--- src/rtl/voice_allocator_note_to_regs_defines.svh ---
// ----------------------------------------------------------------------------
// Voice allocator assertion macros
// Shared concurrent assertion forms, clocked on clk, disabled in reset.
// ----------------------------------------------------------------------------
`ifndef VOICE_ALLOCATOR_NOTE_TO_REGS_DEFINES_SVH
`define VOICE_ALLOCATOR_NOTE_TO_REGS_DEFINES_SVH

// same-cycle implication
`define VATR_ASSERT_NOW(label, ante, cons, msg) \
	label: assert property (@(posedge clk) disable iff (!arst_n) (ante) |-> (cons)) \
		else $error(msg);

// next-cycle implication
`define VATR_ASSERT_NEXT(label, ante, cons, msg) \
	label: assert property (@(posedge clk) disable iff (!arst_n) (ante) |=> (cons)) \
		else $error(msg);

`endif

--- src/rtl/vatr_pkg.sv ---
// ----------------------------------------------------------------------------
// vatr_pkg
// Types, constants and tables shared by the voice allocator modules.
// ----------------------------------------------------------------------------
`default_nettype none

package vatr_pkg;

	localparam int VOICES_DEF = 8;
	localparam int VIDX_W     = 4;   // voice index as carried in a register address

	localparam int PADDR_W = 3;
	localparam logic [0:0] REG_INSTRUMENT = 1'b0;
	localparam logic [3:0] INSTRUMENT_RST = 4'd3;

	localparam logic [5:0] ADDR_FNUM = 6'h10;
	localparam logic [5:0] ADDR_BLK  = 6'h20;
	localparam logic [5:0] ADDR_VOL  = 6'h30;
	localparam logic [7:0] KEYON_BIT = 8'h10;

	localparam logic [6:0]  KEY_OFFSET = 7'd12;
	localparam logic [12:0] RECIP_12   = 13'd43;  // k/12 == (k*43)>>9 for k < 128
	localparam logic [3:0]  OCT_MAX    = 4'd7;

	typedef enum logic [1:0] {
		EV_NONE,
		EV_ON,
		EV_OFF
	} ev_kind_t;

	typedef struct packed {
		ev_kind_t          kind;
		logic [VIDX_W-1:0] ch;
	} alloc_t;

	function automatic logic [8:0] fnum_lookup(input logic [3:0] idx);
		logic [8:0] f;
		unique case (idx)
			4'd0:    f = 9'd154;
			4'd1:    f = 9'd163;
			4'd2:    f = 9'd173;
			4'd3:    f = 9'd184;
			4'd4:    f = 9'd194;
			4'd5:    f = 9'd206;
			4'd6:    f = 9'd218;
			4'd7:    f = 9'd231;
			4'd8:    f = 9'd245;
			4'd9:    f = 9'd260;
			4'd10:   f = 9'd275;
			4'd11:   f = 9'd291;
			default: f = 9'd0;
		endcase
		return f;
	endfunction

endpackage

`default_nettype wire

--- src/rtl/vatr_note_decode.sv ---
// ----------------------------------------------------------------------------
// vatr_note_decode
// Folds the key down one octave (keys below 12 pass unchanged), splits it into
// note and octave, looks up the frequency number and forms the 4-bit block value.
// ----------------------------------------------------------------------------
`default_nettype none

module vatr_note_decode (
	input  wire logic [6:0] note_key,
	output logic      [6:0] key_fold,
	output logic      [8:0] fnum,
	output logic      [3:0] blk
);
	import vatr_pkg::*;

	logic [12:0] prod;
	logic [3:0]  quo;
	logic [3:0]  note;
	logic [2:0]  oct;

	always_comb begin
		key_fold = (note_key >= KEY_OFFSET) ? note_key - KEY_OFFSET : note_key;
		prod     = 13'(key_fold) * RECIP_12;
		quo      = prod[12:9];
		note     = 4'(key_fold - 7'(quo) * KEY_OFFSET);
		oct      = (quo > OCT_MAX) ? OCT_MAX[2:0] : quo[2:0];
		fnum     = fnum_lookup(note);
		blk      = {oct, fnum[8]};
	end

endmodule

`default_nettype wire

--- src/rtl/vatr_voice_table.sv ---
// ----------------------------------------------------------------------------
// vatr_voice_table
// Per-voice key, age and on flag; picks the voice for an event and updates
// the table in the same cycle.
// ----------------------------------------------------------------------------
`default_nettype none

module vatr_voice_table #(
	parameter int VOICES = vatr_pkg::VOICES_DEF
) (
	input  wire logic            clk,
	input  wire logic            arst_n,
	input  wire logic            go,
	input  wire logic            note_on,
	input  wire logic      [6:0] key_fold,
	output vatr_pkg::alloc_t     alloc
);
	import vatr_pkg::*;

	localparam int CH_W  = $clog2(VOICES);
	localparam int PRI_W = $clog2(VOICES);
	localparam logic [PRI_W-1:0] PRI_TOP = PRI_W'(VOICES - 1);

	logic [6:0]       key_q [VOICES];
	logic [PRI_W-1:0] pri_q [VOICES];
	logic [VOICES-1:0] on_q;

	logic            match_hit;
	logic [CH_W-1:0] match_idx;
	logic            free_hit;
	logic [CH_W-1:0] free_idx;
	logic [CH_W-1:0] ch;
	logic [PRI_W-1:0] own_pri;

	always_comb begin
		match_hit = 1'b0;
		match_idx = '0;
		free_hit  = 1'b0;
		free_idx  = '0;
		for (int i = VOICES - 1; i >= 0; i--) begin
			if (key_q[i] == key_fold) begin
				match_hit = 1'b1;
				match_idx = CH_W'(i);
			end
			if (pri_q[i] == '0) begin
				free_hit = 1'b1;
				free_idx = CH_W'(i);
			end
		end
	end

	always_comb begin
		alloc.kind = EV_NONE;
		ch         = match_idx;
		own_pri    = pri_q[match_idx];
		if (go) begin
			if (note_on) begin
				alloc.kind = EV_ON;
				if (!match_hit)
					ch = free_hit ? free_idx : '0;
			end else if (match_hit && on_q[match_idx]) begin
				alloc.kind = EV_OFF;
			end
		end
		alloc.ch = VIDX_W'(ch);
	end

	always_ff @(posedge clk or negedge arst_n) begin
		if (!arst_n) begin
			for (int i = 0; i < VOICES; i++) begin
				key_q[i] <= '0;
				pri_q[i] <= '0;
			end
			on_q <= '0;
		end else if (alloc.kind == EV_ON) begin
			for (int i = 0; i < VOICES; i++)
				if (CH_W'(i) == ch)
					pri_q[i] <= PRI_TOP;
				else if (pri_q[i] != '0)
					pri_q[i] <= pri_q[i] - 1'b1;
			on_q[ch]  <= 1'b1;
			key_q[ch] <= key_fold;
		end else if (alloc.kind == EV_OFF) begin
			for (int i = 0; i < VOICES; i++)
				if (CH_W'(i) == ch)
					pri_q[i] <= PRI_TOP;
				else if (pri_q[i] > own_pri)
					pri_q[i] <= pri_q[i] - 1'b1;
			on_q[ch]  <= 1'b0;
		end
	end

endmodule

`default_nettype wire

--- src/rtl/vatr_write_seq.sv ---
// ----------------------------------------------------------------------------
// vatr_write_seq
// Result register and word sequencer: one register write per cycle, four
// for a note-on, one for a note-off.
// ----------------------------------------------------------------------------
`default_nettype none
`include "voice_allocator_note_to_regs_defines.svh"

module vatr_write_seq (
	input  wire logic             clk,
	input  wire logic             arst_n,
	input  wire vatr_pkg::alloc_t alloc,
	input  wire logic       [7:0] fnum_lo,
	input  wire logic       [3:0] blk,
	input  wire logic       [3:0] vel_hi,
	input  wire logic       [3:0] instrument,
	output logic                  strobe,
	output logic            [5:0] reg_addr,
	output logic            [7:0] reg_data,
	output logic                  last_write,
	output logic                  more
);
	import vatr_pkg::*;

	logic       strobe_q;
	logic       last_q;
	logic [1:0] left_q;
	logic [5:0] addr_q;
	logic [7:0] data_q;
	logic [5:0] ch_q;
	logic [7:0] vol_q;
	logic [7:0] fnum_q;
	logic [3:0] blk_q;
	logic [5:0] ch6;

	assign ch6 = 6'(alloc.ch);

	always_ff @(posedge clk or negedge arst_n) begin
		if (!arst_n) begin
			strobe_q <= 1'b0;
			last_q   <= 1'b0;
			left_q   <= '0;
		end else if (alloc.kind == EV_ON) begin
			strobe_q <= 1'b1;
			last_q   <= 1'b0;
			left_q   <= 2'd3;
		end else if (alloc.kind == EV_OFF) begin
			strobe_q <= 1'b1;
			last_q   <= 1'b1;
			left_q   <= '0;
		end else if (left_q != '0) begin
			strobe_q <= 1'b1;
			last_q   <= (left_q == 2'd1);
			left_q   <= left_q - 1'b1;
		end else begin
			strobe_q <= 1'b0;
			last_q   <= 1'b0;
		end
	end

	always_ff @(posedge clk) begin
		if (alloc.kind == EV_ON) begin
			addr_q <= ADDR_BLK + ch6;
			data_q <= '0;
			ch_q   <= ch6;
			vol_q  <= {instrument, ~vel_hi};
			fnum_q <= fnum_lo;
			blk_q  <= blk;
		end else if (alloc.kind == EV_OFF) begin
			addr_q <= ADDR_BLK + ch6;
			data_q <= 8'(blk);
		end else begin
			unique case (left_q)
				2'd3: begin
					addr_q <= ADDR_VOL + ch_q;
					data_q <= vol_q;
				end
				2'd2: begin
					addr_q <= ADDR_FNUM + ch_q;
					data_q <= fnum_q;
				end
				2'd1: begin
					addr_q <= ADDR_BLK + ch_q;
					data_q <= KEYON_BIT | 8'(blk_q);
				end
				default: ;
			endcase
		end
	end

	assign strobe     = strobe_q;
	assign reg_addr   = addr_q;
	assign reg_data   = data_q;
	assign last_write = last_q;
	assign more       = (left_q > 2'd1);

	`VATR_ASSERT_NOW(a_no_load_while_pending, alloc.kind != EV_NONE, left_q == '0, "event while words pending")
	`VATR_ASSERT_NOW(a_pending_has_word, left_q != '0, strobe_q, "pending words without a word out")
	`VATR_ASSERT_NOW(a_last_ends_event, strobe_q && last_q, left_q == '0, "last word with words left")
	`VATR_ASSERT_NEXT(a_on_four_words, alloc.kind == EV_ON, strobe_q && !last_q && left_q == 2'd3, "note-on sequence start")

endmodule

`default_nettype wire

--- src/rtl/vatr_apb_regs.sv ---
// ----------------------------------------------------------------------------
// vatr_apb_regs
// APB register file: instrument number.
// ----------------------------------------------------------------------------
`default_nettype none

module vatr_apb_regs (
	input  wire logic                         clk,
	input  wire logic                         arst_n,
	input  wire logic                         psel,
	input  wire logic                         penable,
	input  wire logic                         pwrite,
	input  wire logic [vatr_pkg::PADDR_W-1:0] paddr,
	input  wire logic                  [31:0] pwdata,
	output logic                       [31:0] prdata,
	output logic                              pready,
	output logic                        [3:0] instrument
);
	import vatr_pkg::*;

	logic [3:0] instrument_q;
	logic       reg_sel;

	assign pready  = 1'b1;
	assign reg_sel = (paddr[PADDR_W-1:2] == REG_INSTRUMENT);

	always_ff @(posedge clk or negedge arst_n) begin
		if (!arst_n)
			instrument_q <= INSTRUMENT_RST;
		else if (psel && penable && pwrite && pready && reg_sel)
			instrument_q <= pwdata[3:0];
	end

	assign prdata     = reg_sel ? 32'(instrument_q) : '0;
	assign instrument = instrument_q;

endmodule

`default_nettype wire

--- src/rtl/voice_allocator_note_to_regs.sv ---
// ----------------------------------------------------------------------------
// voice_allocator_note_to_regs
// Polyphonic voice allocator: note events in, sound chip register writes out.
// ----------------------------------------------------------------------------
// Use: drive note_key/velocity with start high; the event is taken at a
// clock edge where start is high and busy is low. velocity below 8 is a
// note-off.
// Results: each register write is on reg_addr/reg_data for one cycle with
// strobe high; last_write marks the final write of an event. The receiver
// cannot stall: every strobe cycle is a delivered word.
// Path: the first word passes the input register, then allocation into the
// result register.
// Words: a note-on gives four words, one per cycle; busy stays high until the
// final word is due, so the next event is taken as that word goes out. A
// note-off gives one word, an ignored note-off none; either frees the input once allocated.
// Reset: all voices cleared (key 0, age 0, off), instrument 3, outputs idle.
// Config: instrument at APB address 0; the user must see it written only while idle (unenforced).
// ----------------------------------------------------------------------------
`default_nettype none

module voice_allocator_note_to_regs #(
	parameter int VOICES = vatr_pkg::VOICES_DEF
) (
	input  wire logic                         clk,
	input  wire logic                         arst_n,
	input  wire logic                         start,
	output logic                              busy,
	input  wire logic                   [6:0] note_key,
	input  wire logic                   [6:0] velocity,
	output logic                              strobe,
	output logic                        [5:0] reg_addr,
	output logic                        [7:0] reg_data,
	output logic                              last_write,
	input  wire logic                         psel,
	input  wire logic                         penable,
	input  wire logic                         pwrite,
	input  wire logic [vatr_pkg::PADDR_W-1:0] paddr,
	input  wire logic                  [31:0] pwdata,
	output logic                       [31:0] prdata,
	output logic                              pready
);
	import vatr_pkg::*;

	logic       valid_s1;
	logic [6:0] key_s1;
	logic [6:0] vel_s1;

	logic [6:0] key_fold;
	logic [8:0] fnum;
	logic [3:0] blk;
	logic [3:0] instrument;
	logic       more;
	alloc_t     alloc;

	assign busy = valid_s1 || more;

	always_ff @(posedge clk or negedge arst_n) begin
		if (!arst_n)
			valid_s1 <= 1'b0;
		else
			valid_s1 <= start && !busy;
	end

	always_ff @(posedge clk) begin
		if (start && !busy) begin
			key_s1 <= note_key;
			vel_s1 <= velocity;
		end
	end

	vatr_note_decode u_decode (
		.note_key (key_s1),
		.key_fold (key_fold),
		.fnum     (fnum),
		.blk      (blk)
	);

	vatr_voice_table #(
		.VOICES (VOICES)
	) u_voices (
		.clk      (clk),
		.arst_n   (arst_n),
		.go       (valid_s1),
		.note_on  (vel_s1[6:3] != 4'd0),
		.key_fold (key_fold),
		.alloc    (alloc)
	);

	vatr_write_seq u_seq (
		.clk        (clk),
		.arst_n     (arst_n),
		.alloc      (alloc),
		.fnum_lo    (fnum[7:0]),
		.blk        (blk),
		.vel_hi     (vel_s1[6:3]),
		.instrument (instrument),
		.strobe     (strobe),
		.reg_addr   (reg_addr),
		.reg_data   (reg_data),
		.last_write (last_write),
		.more       (more)
	);

	vatr_apb_regs u_regs (
		.clk        (clk),
		.arst_n     (arst_n),
		.psel       (psel),
		.penable    (penable),
		.pwrite     (pwrite),
		.paddr      (paddr),
		.pwdata     (pwdata),
		.prdata     (prdata),
		.pready     (pready),
		.instrument (instrument)
	);

endmodule

`default_nettype wire
--- config.mk ---
export PLATFORM = sky130hd
export DESIGN_NAME = voice_allocator_note_to_regs
export DESIGN_NICKNAME = d
export VERILOG_FILES = /design/src/rtl/vatr_pkg.sv /design/src/rtl/vatr_note_decode.sv /design/src/rtl/vatr_voice_table.sv /design/src/rtl/vatr_write_seq.sv /design/src/rtl/vatr_apb_regs.sv /design/src/rtl/voice_allocator_note_to_regs.sv
export VERILOG_INCLUDE_DIRS = /design/src /design/src/rtl
export SDC_FILE = /design/constraint.sdc
export NUM_CORES = 1
export LEC_CHECK = 0
export BUFFER_PORTS_ARGS = -buffer_cell sky130_fd_sc_hd__buf_2
export CORE_MARGIN = 5
export CORE_UTILIZATION = 50
export CTS_BUF_LIST = sky130_fd_sc_hd__clkbuf_8 sky130_fd_sc_hd__clkbuf_16
export DETAILED_ROUTE_END_ITERATION = 16
export PLACE_DENSITY = 0.77
export SLEW_MARGIN = 20
export SYNTH_ARGS = -nofsm -noshare
export SYNTH_HDL_FRONTEND = slang
export SYNTH_HIERARCHICAL = 1
export SYNTH_SLANG_ARGS = --single-unit
--- constraint.sdc ---
create_clock -name clk -period 9.8 [get_ports clk]
set_input_delay 1.96 -clock clk [delete_from_list [all_inputs] [get_ports clk]]
set_output_delay 1.96 -clock clk [all_outputs]
set_load 0.05 [all_outputs]
* After elaboration in Yosys (flattened, before gate mapping)
Memories as Yosys holds them, arrays and structs flattened.
Index checks and enable logic that the tools add are counted.
** Word-level totals
- Memory bits (read-only) :: 144
- Logic and storage cells :: 253
- Flip-flop bits (word level) :: 148
- Memories kept :: 1
- Bits of input ports :: 55
** Memory list
- (no name shown) :: depth 16, width 9, rd ports 1, clocked after memory_dff 0, write ports 0, line vatr_pkg.sv:38 : unique case (idx)
** Cells by class
- Multiplexer cells :: 102
- Equal/unequal tests :: 28
- $lt $le $gt $ge :: 17
- Bitwise operators :: 7
- $mul :: 2
- Add/sub/neg operators :: 15
- Reduce and logical (&&, ||, !) cells :: 50
** Operators with widths (count)
- 3-bit 2-to-1 mux :: 55
- 56-bit bitwise mux :: 1
- 7-bit == test :: 8
- 3-bit nonzero test :: 18
- 24-bit 2-to-1 mux :: 2
- 3-bit zero test :: 9
- 3-bit > comparator :: 8
- 1-bit 2-to-1 mux :: 24
- 3-bit != test, second input constant :: 8
- 8-bit one-hot mux with 3 select lines :: 1
- 3-bit AND reduction :: 8
- 3-bit by 1-bit subtractor with 3-bit output, second input constant :: 8
- 7-bit demux with 3-bit select :: 1
- 6-bit one-hot mux with 3 select lines :: 1
- 8-bit 2-to-1 mux :: 2
- 7-bit 2-to-1 mux :: 2
- 7-bit by 6-bit multiplier with 13-bit output, second input constant :: 1
- 6-bit by 3-bit adder with 6-bit output, first input constant :: 2
- 3-bit == test, first input constant :: 4
- 2-bit 2-to-1 mux :: 6
- 6-bit 2-to-1 mux :: 2
- 3-bit binary-select mux with 3-bit select :: 1
- 8-bit bitwise AND :: 1
- 4-bit >= comparator, second input constant :: 2
- other kinds (31) :: 46

* Longest topological paths before layout
- Word-level depth :: 22
- Gate-level depth with buffers :: 26

* Cells and area by module
The synthesis kept the hierarchy.
** Modules (own cells, without submodules)
- vatr_voice_table :: times used 1, area an instance 6142.1 µm², seq. area each 2202.1 µm², cells an instance 600
- vatr_write_seq :: times used 1, area an instance 1760.4 µm², seq. area each 1161.1 µm², cells an instance 119
- vatr_note_decode :: times used 1, area an instance 1271.2 µm², seq. area each 0.0 µm², cells an instance 156
- vatr_apb_regs :: times used 1, area an instance 431.7 µm², seq. area each 102.6 µm², cells an instance 44
- voice_allocator_note_to_regs :: times used 1, area an instance 376.6 µm², seq. area each 355.3 µm², cells an instance 15

* Worst setup path after synthesis
OpenSTA, ideal clock, no wires.
- Path kind :: flip-flop to flip-flop
- Start :: reg key_s1[1]
- End :: reg u_seq.fnum_q[2], data pin
- Buffers on the path :: 1
- Path slack :: 3921 ps
- Arrival time :: 5610 ps
- Data required time :: 9531 ps
- Stages on the path, launching flop included :: 21
- Clock period less this slack :: 5879 ps
- Library setup time :: 269 ps
- Path through :: edfxtp_1 inv_1 ha_1 a211o_1 or3_4 a21oi_1 ha_1 inv_1 fa_1 fa_1 inv_1 ha_1 a21oi_1 o21ai_0 a31oi_1 xor2_1 inv_1 ha_1 dlygate4sd3_1 mux2i_1 mux2i_1
** On the way
- Cells in the longest elaborated chain, start to end :: 6
** RTL lines
- start, declared :: line voice_allocator_note_to_regs.sv:45 : logic [6:0] key_s1;
- start signal, assigned :: line voice_allocator_note_to_regs.sv:66 : key_s1 <= note_key;
- 7-bit by 4-bit subtractor with 7-bit output / 7-bit by 4-bit >= comparator with 1-bit output (equally long branches) :: line vatr_note_decode.sv:22 : key_fold = (note_key >= KEY_OFFSET) ? note_key - KEY_OFFSET : note_key;
- 7-bit 2-to-1 mux * :: line vatr_note_decode.sv:22
- named net key_fold[2] :: line voice_allocator_note_to_regs.sv:48 : logic [6:0] key_fold;
- 7-bit by 6-bit multiplier with 13-bit output :: line vatr_note_decode.sv:23 : prod = 13'(key_fold) * RECIP_12;
- 4-bit by 2-bit multiplier with 2-bit output :: line vatr_note_decode.sv:25 : note = 4'(key_fold - 7'(quo) * KEY_OFFSET);
- 4-bit subtractor * :: line vatr_note_decode.sv:25
- memory 16 x 9 bit *
- named net fnum[2] :: line voice_allocator_note_to_regs.sv:49 : logic [8:0] fnum;
- end signal, assigned :: line vatr_write_seq.sv:67 : fnum_q <= fnum_lo;
- end, declared :: line vatr_write_seq.sv:32 : logic [7:0] fnum_q;
The timed path passes the listed nets; every way through them passes the cells marked *.
A chain may end at the register's enable or synchronous reset.

* Worst setup path in the final report
- Start :: reg key_s1[0]
- End :: reg u_voices/pri_q[22] in the netlist's numbering
** On the way
- Cells in the longest elaborated chain, start to end :: 20
** RTL lines
- 7-bit by 4-bit subtractor with 7-bit output / 7-bit by 4-bit >= comparator with 1-bit output (equally long branches) :: line vatr_note_decode.sv:22
- 7-bit 2-to-1 mux * :: line vatr_note_decode.sv:22
- named net key_fold[2] :: line voice_allocator_note_to_regs.sv:48
- 7-bit == test :: line vatr_voice_table.sv:41 : if (key_q[i] == key_fold) begin
- 3-bit 2-to-1 mux (8 in a row) :: line vatr_voice_table.sv:41
- 1-bit binary-select mux with 3-bit select :: line vatr_voice_table.sv:61 : end else if (match_hit && on_q[match_idx]) begin
- 1-bit 2-to-1 mux (implied by the code) :: line vatr_voice_table.sv:61
- 1-bit logical AND :: line vatr_voice_table.sv:61
- 2-bit 2-to-1 mux :: line vatr_voice_table.sv:61
- 2-bit 2-to-1 mux :: line vatr_voice_table.sv:57 : if (note_on) begin
- 2-bit 2-to-1 mux :: line vatr_voice_table.sv:56 : if (go) begin
- 2-bit by 1-bit == test with 1-bit output / 2-bit == test (equally long branches) :: line vatr_voice_table.sv:75, vatr_voice_table.sv:83
- 3-bit != test (no line) (tied with other cells)
- 3-bit AND reduction (no line)
- end signal, assigned by index :: line vatr_voice_table.sv:80 : pri_q[i] <= pri_q[i] - 1'b1;
- end signal, assigned by index :: line vatr_voice_table.sv:88 : pri_q[i] <= pri_q[i] - 1'b1;
- end, declared :: line vatr_voice_table.sv:25 : logic [PRI_W-1:0] pri_q [VOICES];
The timed path passes the listed nets; every way through them passes the cells marked *. The select of a mux whose other input is x is not followed.

==> metrics.md <==
| Metric | Value |
|---|---|
| Max-slew violation total from the final report | 0 |
| Synth warn | 6 |
| Element type at the critical path start | register |
| Final period utilization | 75.0% |
| Cells after Synth | 933 |
| Fraction of layout cells with a size suffix above 1 | 22.4% |
| Placeable core region | 19,500 sq um |
| Worst endpoint data arrival time | 7.67 ns |
| Area grow syn2layout | 8.39% |
| Register-to-register setup slack | 2.45 ns |
| Min Tclk post-route | 7.35 ns |
| H-Tree Depth | 4 |
| Net count, final | 1,099 |
| Io pins | 105 |
| Number of maximum-capacitance violations | 0 |
| Remaining antenna violation count after routing | 0 |
| Worst Hold Launch | u_voices/pri_q[9]$_DFFE_PN0P_ |
| Initial antenna violation count | 0 |
| Endpoints failing hold | 0 |
| Placer congestion estimate | 0.869 |
| FF-to-FF Start | key_s1[0]$_DFFE_PP_ |
| Number of iterations in the first detailed-routing pass | 7 |
| Clk Tree Root Cell | sky130_fd_sc_hd__clkbuf_16 |
| Post-synth design cell area | 9970 sq um |
| Overall routed net length | 21,300 um |
| Detailed placement HPWL | 14,800 um |
| Unrepaired setup endpoints after global routing | false |
| RR Endpoint | u_voices/pri_q[22]$_DFFE_PN0P_ |
| Aggregate global-route resource usage | 19.6% |
| CTS tree | done |
| Clock skew after layout | 0.0122 ns |
| Achievable clock frequency | 0.136 GHz |
| Post-CTS setup repair buffer count | 0 |
| Wire length of the first global-routing pass | 35,600 um |
| Total DRC errors in the routed layout | 0 |
| Post-synthesis area per instance | 10.7 sq um |
| Clock transition at the register clock pins on the worst setup and hold paths after CTS | 0.06 ns |
| Via/cell ratio | 5.68 |
| Sort of element at the end of the critical path | register |
| Die outline area | 22,900 sq um |
| Maximum fanout encountered on the critical timing path | 22 |
| Total gr overflow | 0 |
| Starting utilization of the core area | 51.1% |
| Post-layout util | 55.4% |
| Row Count | 51 |
| Setup CP Type | reg -> reg |
| Total number of vias | 7,048 |
| Pin count of the biggest net entering global routing | 86 |
| Clock latency of the later-clocked register in the worst-skew pair | 0.43 ns |
| Wirelength per Cell | 17.1 um |
| Depth of the worst register-to-register path | 22 |
| Worst hold path cell count | 1 |
| Slew margin rel. | 33.9% |
| CTS hold repair buffers | 0 |
| Tightest Pin Transition | 0.991 ns |
| Hold EP | u_voices/pri_q[9]$_DFFE_PN0P_ |
| Die outline height | 151 um |
| Status | complete, no violations |
| Number of I/O port buffers | 42 |
| X dimension of the die | 151 um |
| Worst EP required | 10.13 ns |
| Number of failing setup endpoints in the final timing report | 0 |
| Maximum clock path buffer count | 2 |
| Via count of the first global-routing pass | 7,120 |
| Inserted Clock Buffers | 17 |
| Inserted Diodes | 0 |
| Post-cts repair resize count | 0 |
| TritonCTS sink count | 146 |
| Path type of the worst min-delay path | reg -> reg |
| Setup tns final | 0 ns |
| Detailed router's first-iteration violation count | 532 |
## how the worst max path moves through the flow
stage,from,to,depth (start not counted)
4_1_cts,key_s1[0]$_DFFE_PP_,u_voices/pri_q[22]$_DFFE_PN0P_,22
5_1_grt,key_s1[0]$_DFFE_PP_,u_voices/pri_q[10]$_DFFE_PN0P_,22
3_3_place_gp,key_s1[0]$_DFFE_PP_,u_voices/pri_q[21]$_DFFE_PN0P_,22
2_1_floorplan,key_s1[1]$_DFFE_PP_,u_seq/fnum_q[2]$_DFFE_PP_,20
3_5_place_dp,key_s1[0]$_DFFE_PP_,u_voices/pri_q[21]$_DFFE_PN0P_,22
6_report,key_s1[0]$_DFFE_PP_,u_voices/pri_q[22]$_DFFE_PN0P_,22
## metrics by stage
step / instances / area, sq um / setup WS, ns / hold WS, ns
floorplan: 960 / 10100 / 3.92 / 0.414
global placement: 1209 / 10200 / 2.76 / 0.426
detailed placement: 1209 / 10200 / 2.61 / 0.441
CTS: 1241 / 10800 / 2.52 / 0.449
global route: 1241 / 10800 / 2.02 / 0.473
finish: 1241 / 10800 / 2.45 / 0.447
## final cells by class
type	instances	area, sq um
multi-input combinational	683	5550
timing repair buffer	53	299
clock buffer	20	489
inverter	62	233
fill	1691	8710
clock inverter	12	92.6
sequential	146	3820
tap	265	332
## layout by cell type, fill, tap and decap left out, drive strengths merged, types with 31 or more instances in the layout
master	count
dfrtp	95
ha	75
mux2	74
inv	68
nand2	57
buf	53
a21oi	44
nor2	43
edfxtp	41
xnor2	36
o21ai	31
xor2	31
## sequential cells by signal, summed over array words and instances, names as in the netlist, 6 cells and up, named ones only
register	cells
key_s1	7
u_voices/key_q	56
u_voices/pri_q	24
u_seq/reg_addr	6
u_seq/reg_data	8
u_seq/fnum_q	8
u_seq/vol_q	8
## per-layer routing
metal / GRT usage, % / vias up / routed length (um)
met2: 31.6 / 197 / 10100
met5: 0 / - / 0
met4: 6.98 / 0 / 414
met3: 4.85 / 31 / 1170
met1: 25.8 / 3466 / 9560
li1: - / 3354 / -
## critical path, stage by stage (launching register included)
cell                       delay [ns]
sky130_fd_sc_hd__edfxtp_1        0.33
sky130_fd_sc_hd__buf_4           0.31
sky130_fd_sc_hd__inv_1           0.15
sky130_fd_sc_hd__ha_1            0.30
sky130_fd_sc_hd__a211o_1         0.36
sky130_fd_sc_hd__or3_4           0.36
sky130_fd_sc_hd__a21oi_2         0.37
sky130_fd_sc_hd__buf_4           0.32
sky130_fd_sc_hd__xnor2_1         0.14
sky130_fd_sc_hd__nand4_1         0.13
sky130_fd_sc_hd__nor4_1          0.51
sky130_fd_sc_hd__nand2b_1        0.39
sky130_fd_sc_hd__a21oi_1         0.15
sky130_fd_sc_hd__nor3_2          0.71
sky130_fd_sc_hd__a21oi_1         0.16
sky130_fd_sc_hd__a21oi_1         0.83
sky130_fd_sc_hd__ha_1            0.40
sky130_fd_sc_hd__a31oi_1         0.17
sky130_fd_sc_hd__a21oi_1         0.05
sky130_fd_sc_hd__or2_2           0.27
sky130_fd_sc_hd__a311o_1         0.41
sky130_fd_sc_hd__and4_1          0.21
sky130_fd_sc_hd__a211oi_1        0.21
Power is left out: the tool's default activity adds up to more than one toggle a clock period on the data nets, which glitch-free logic cannot reach.
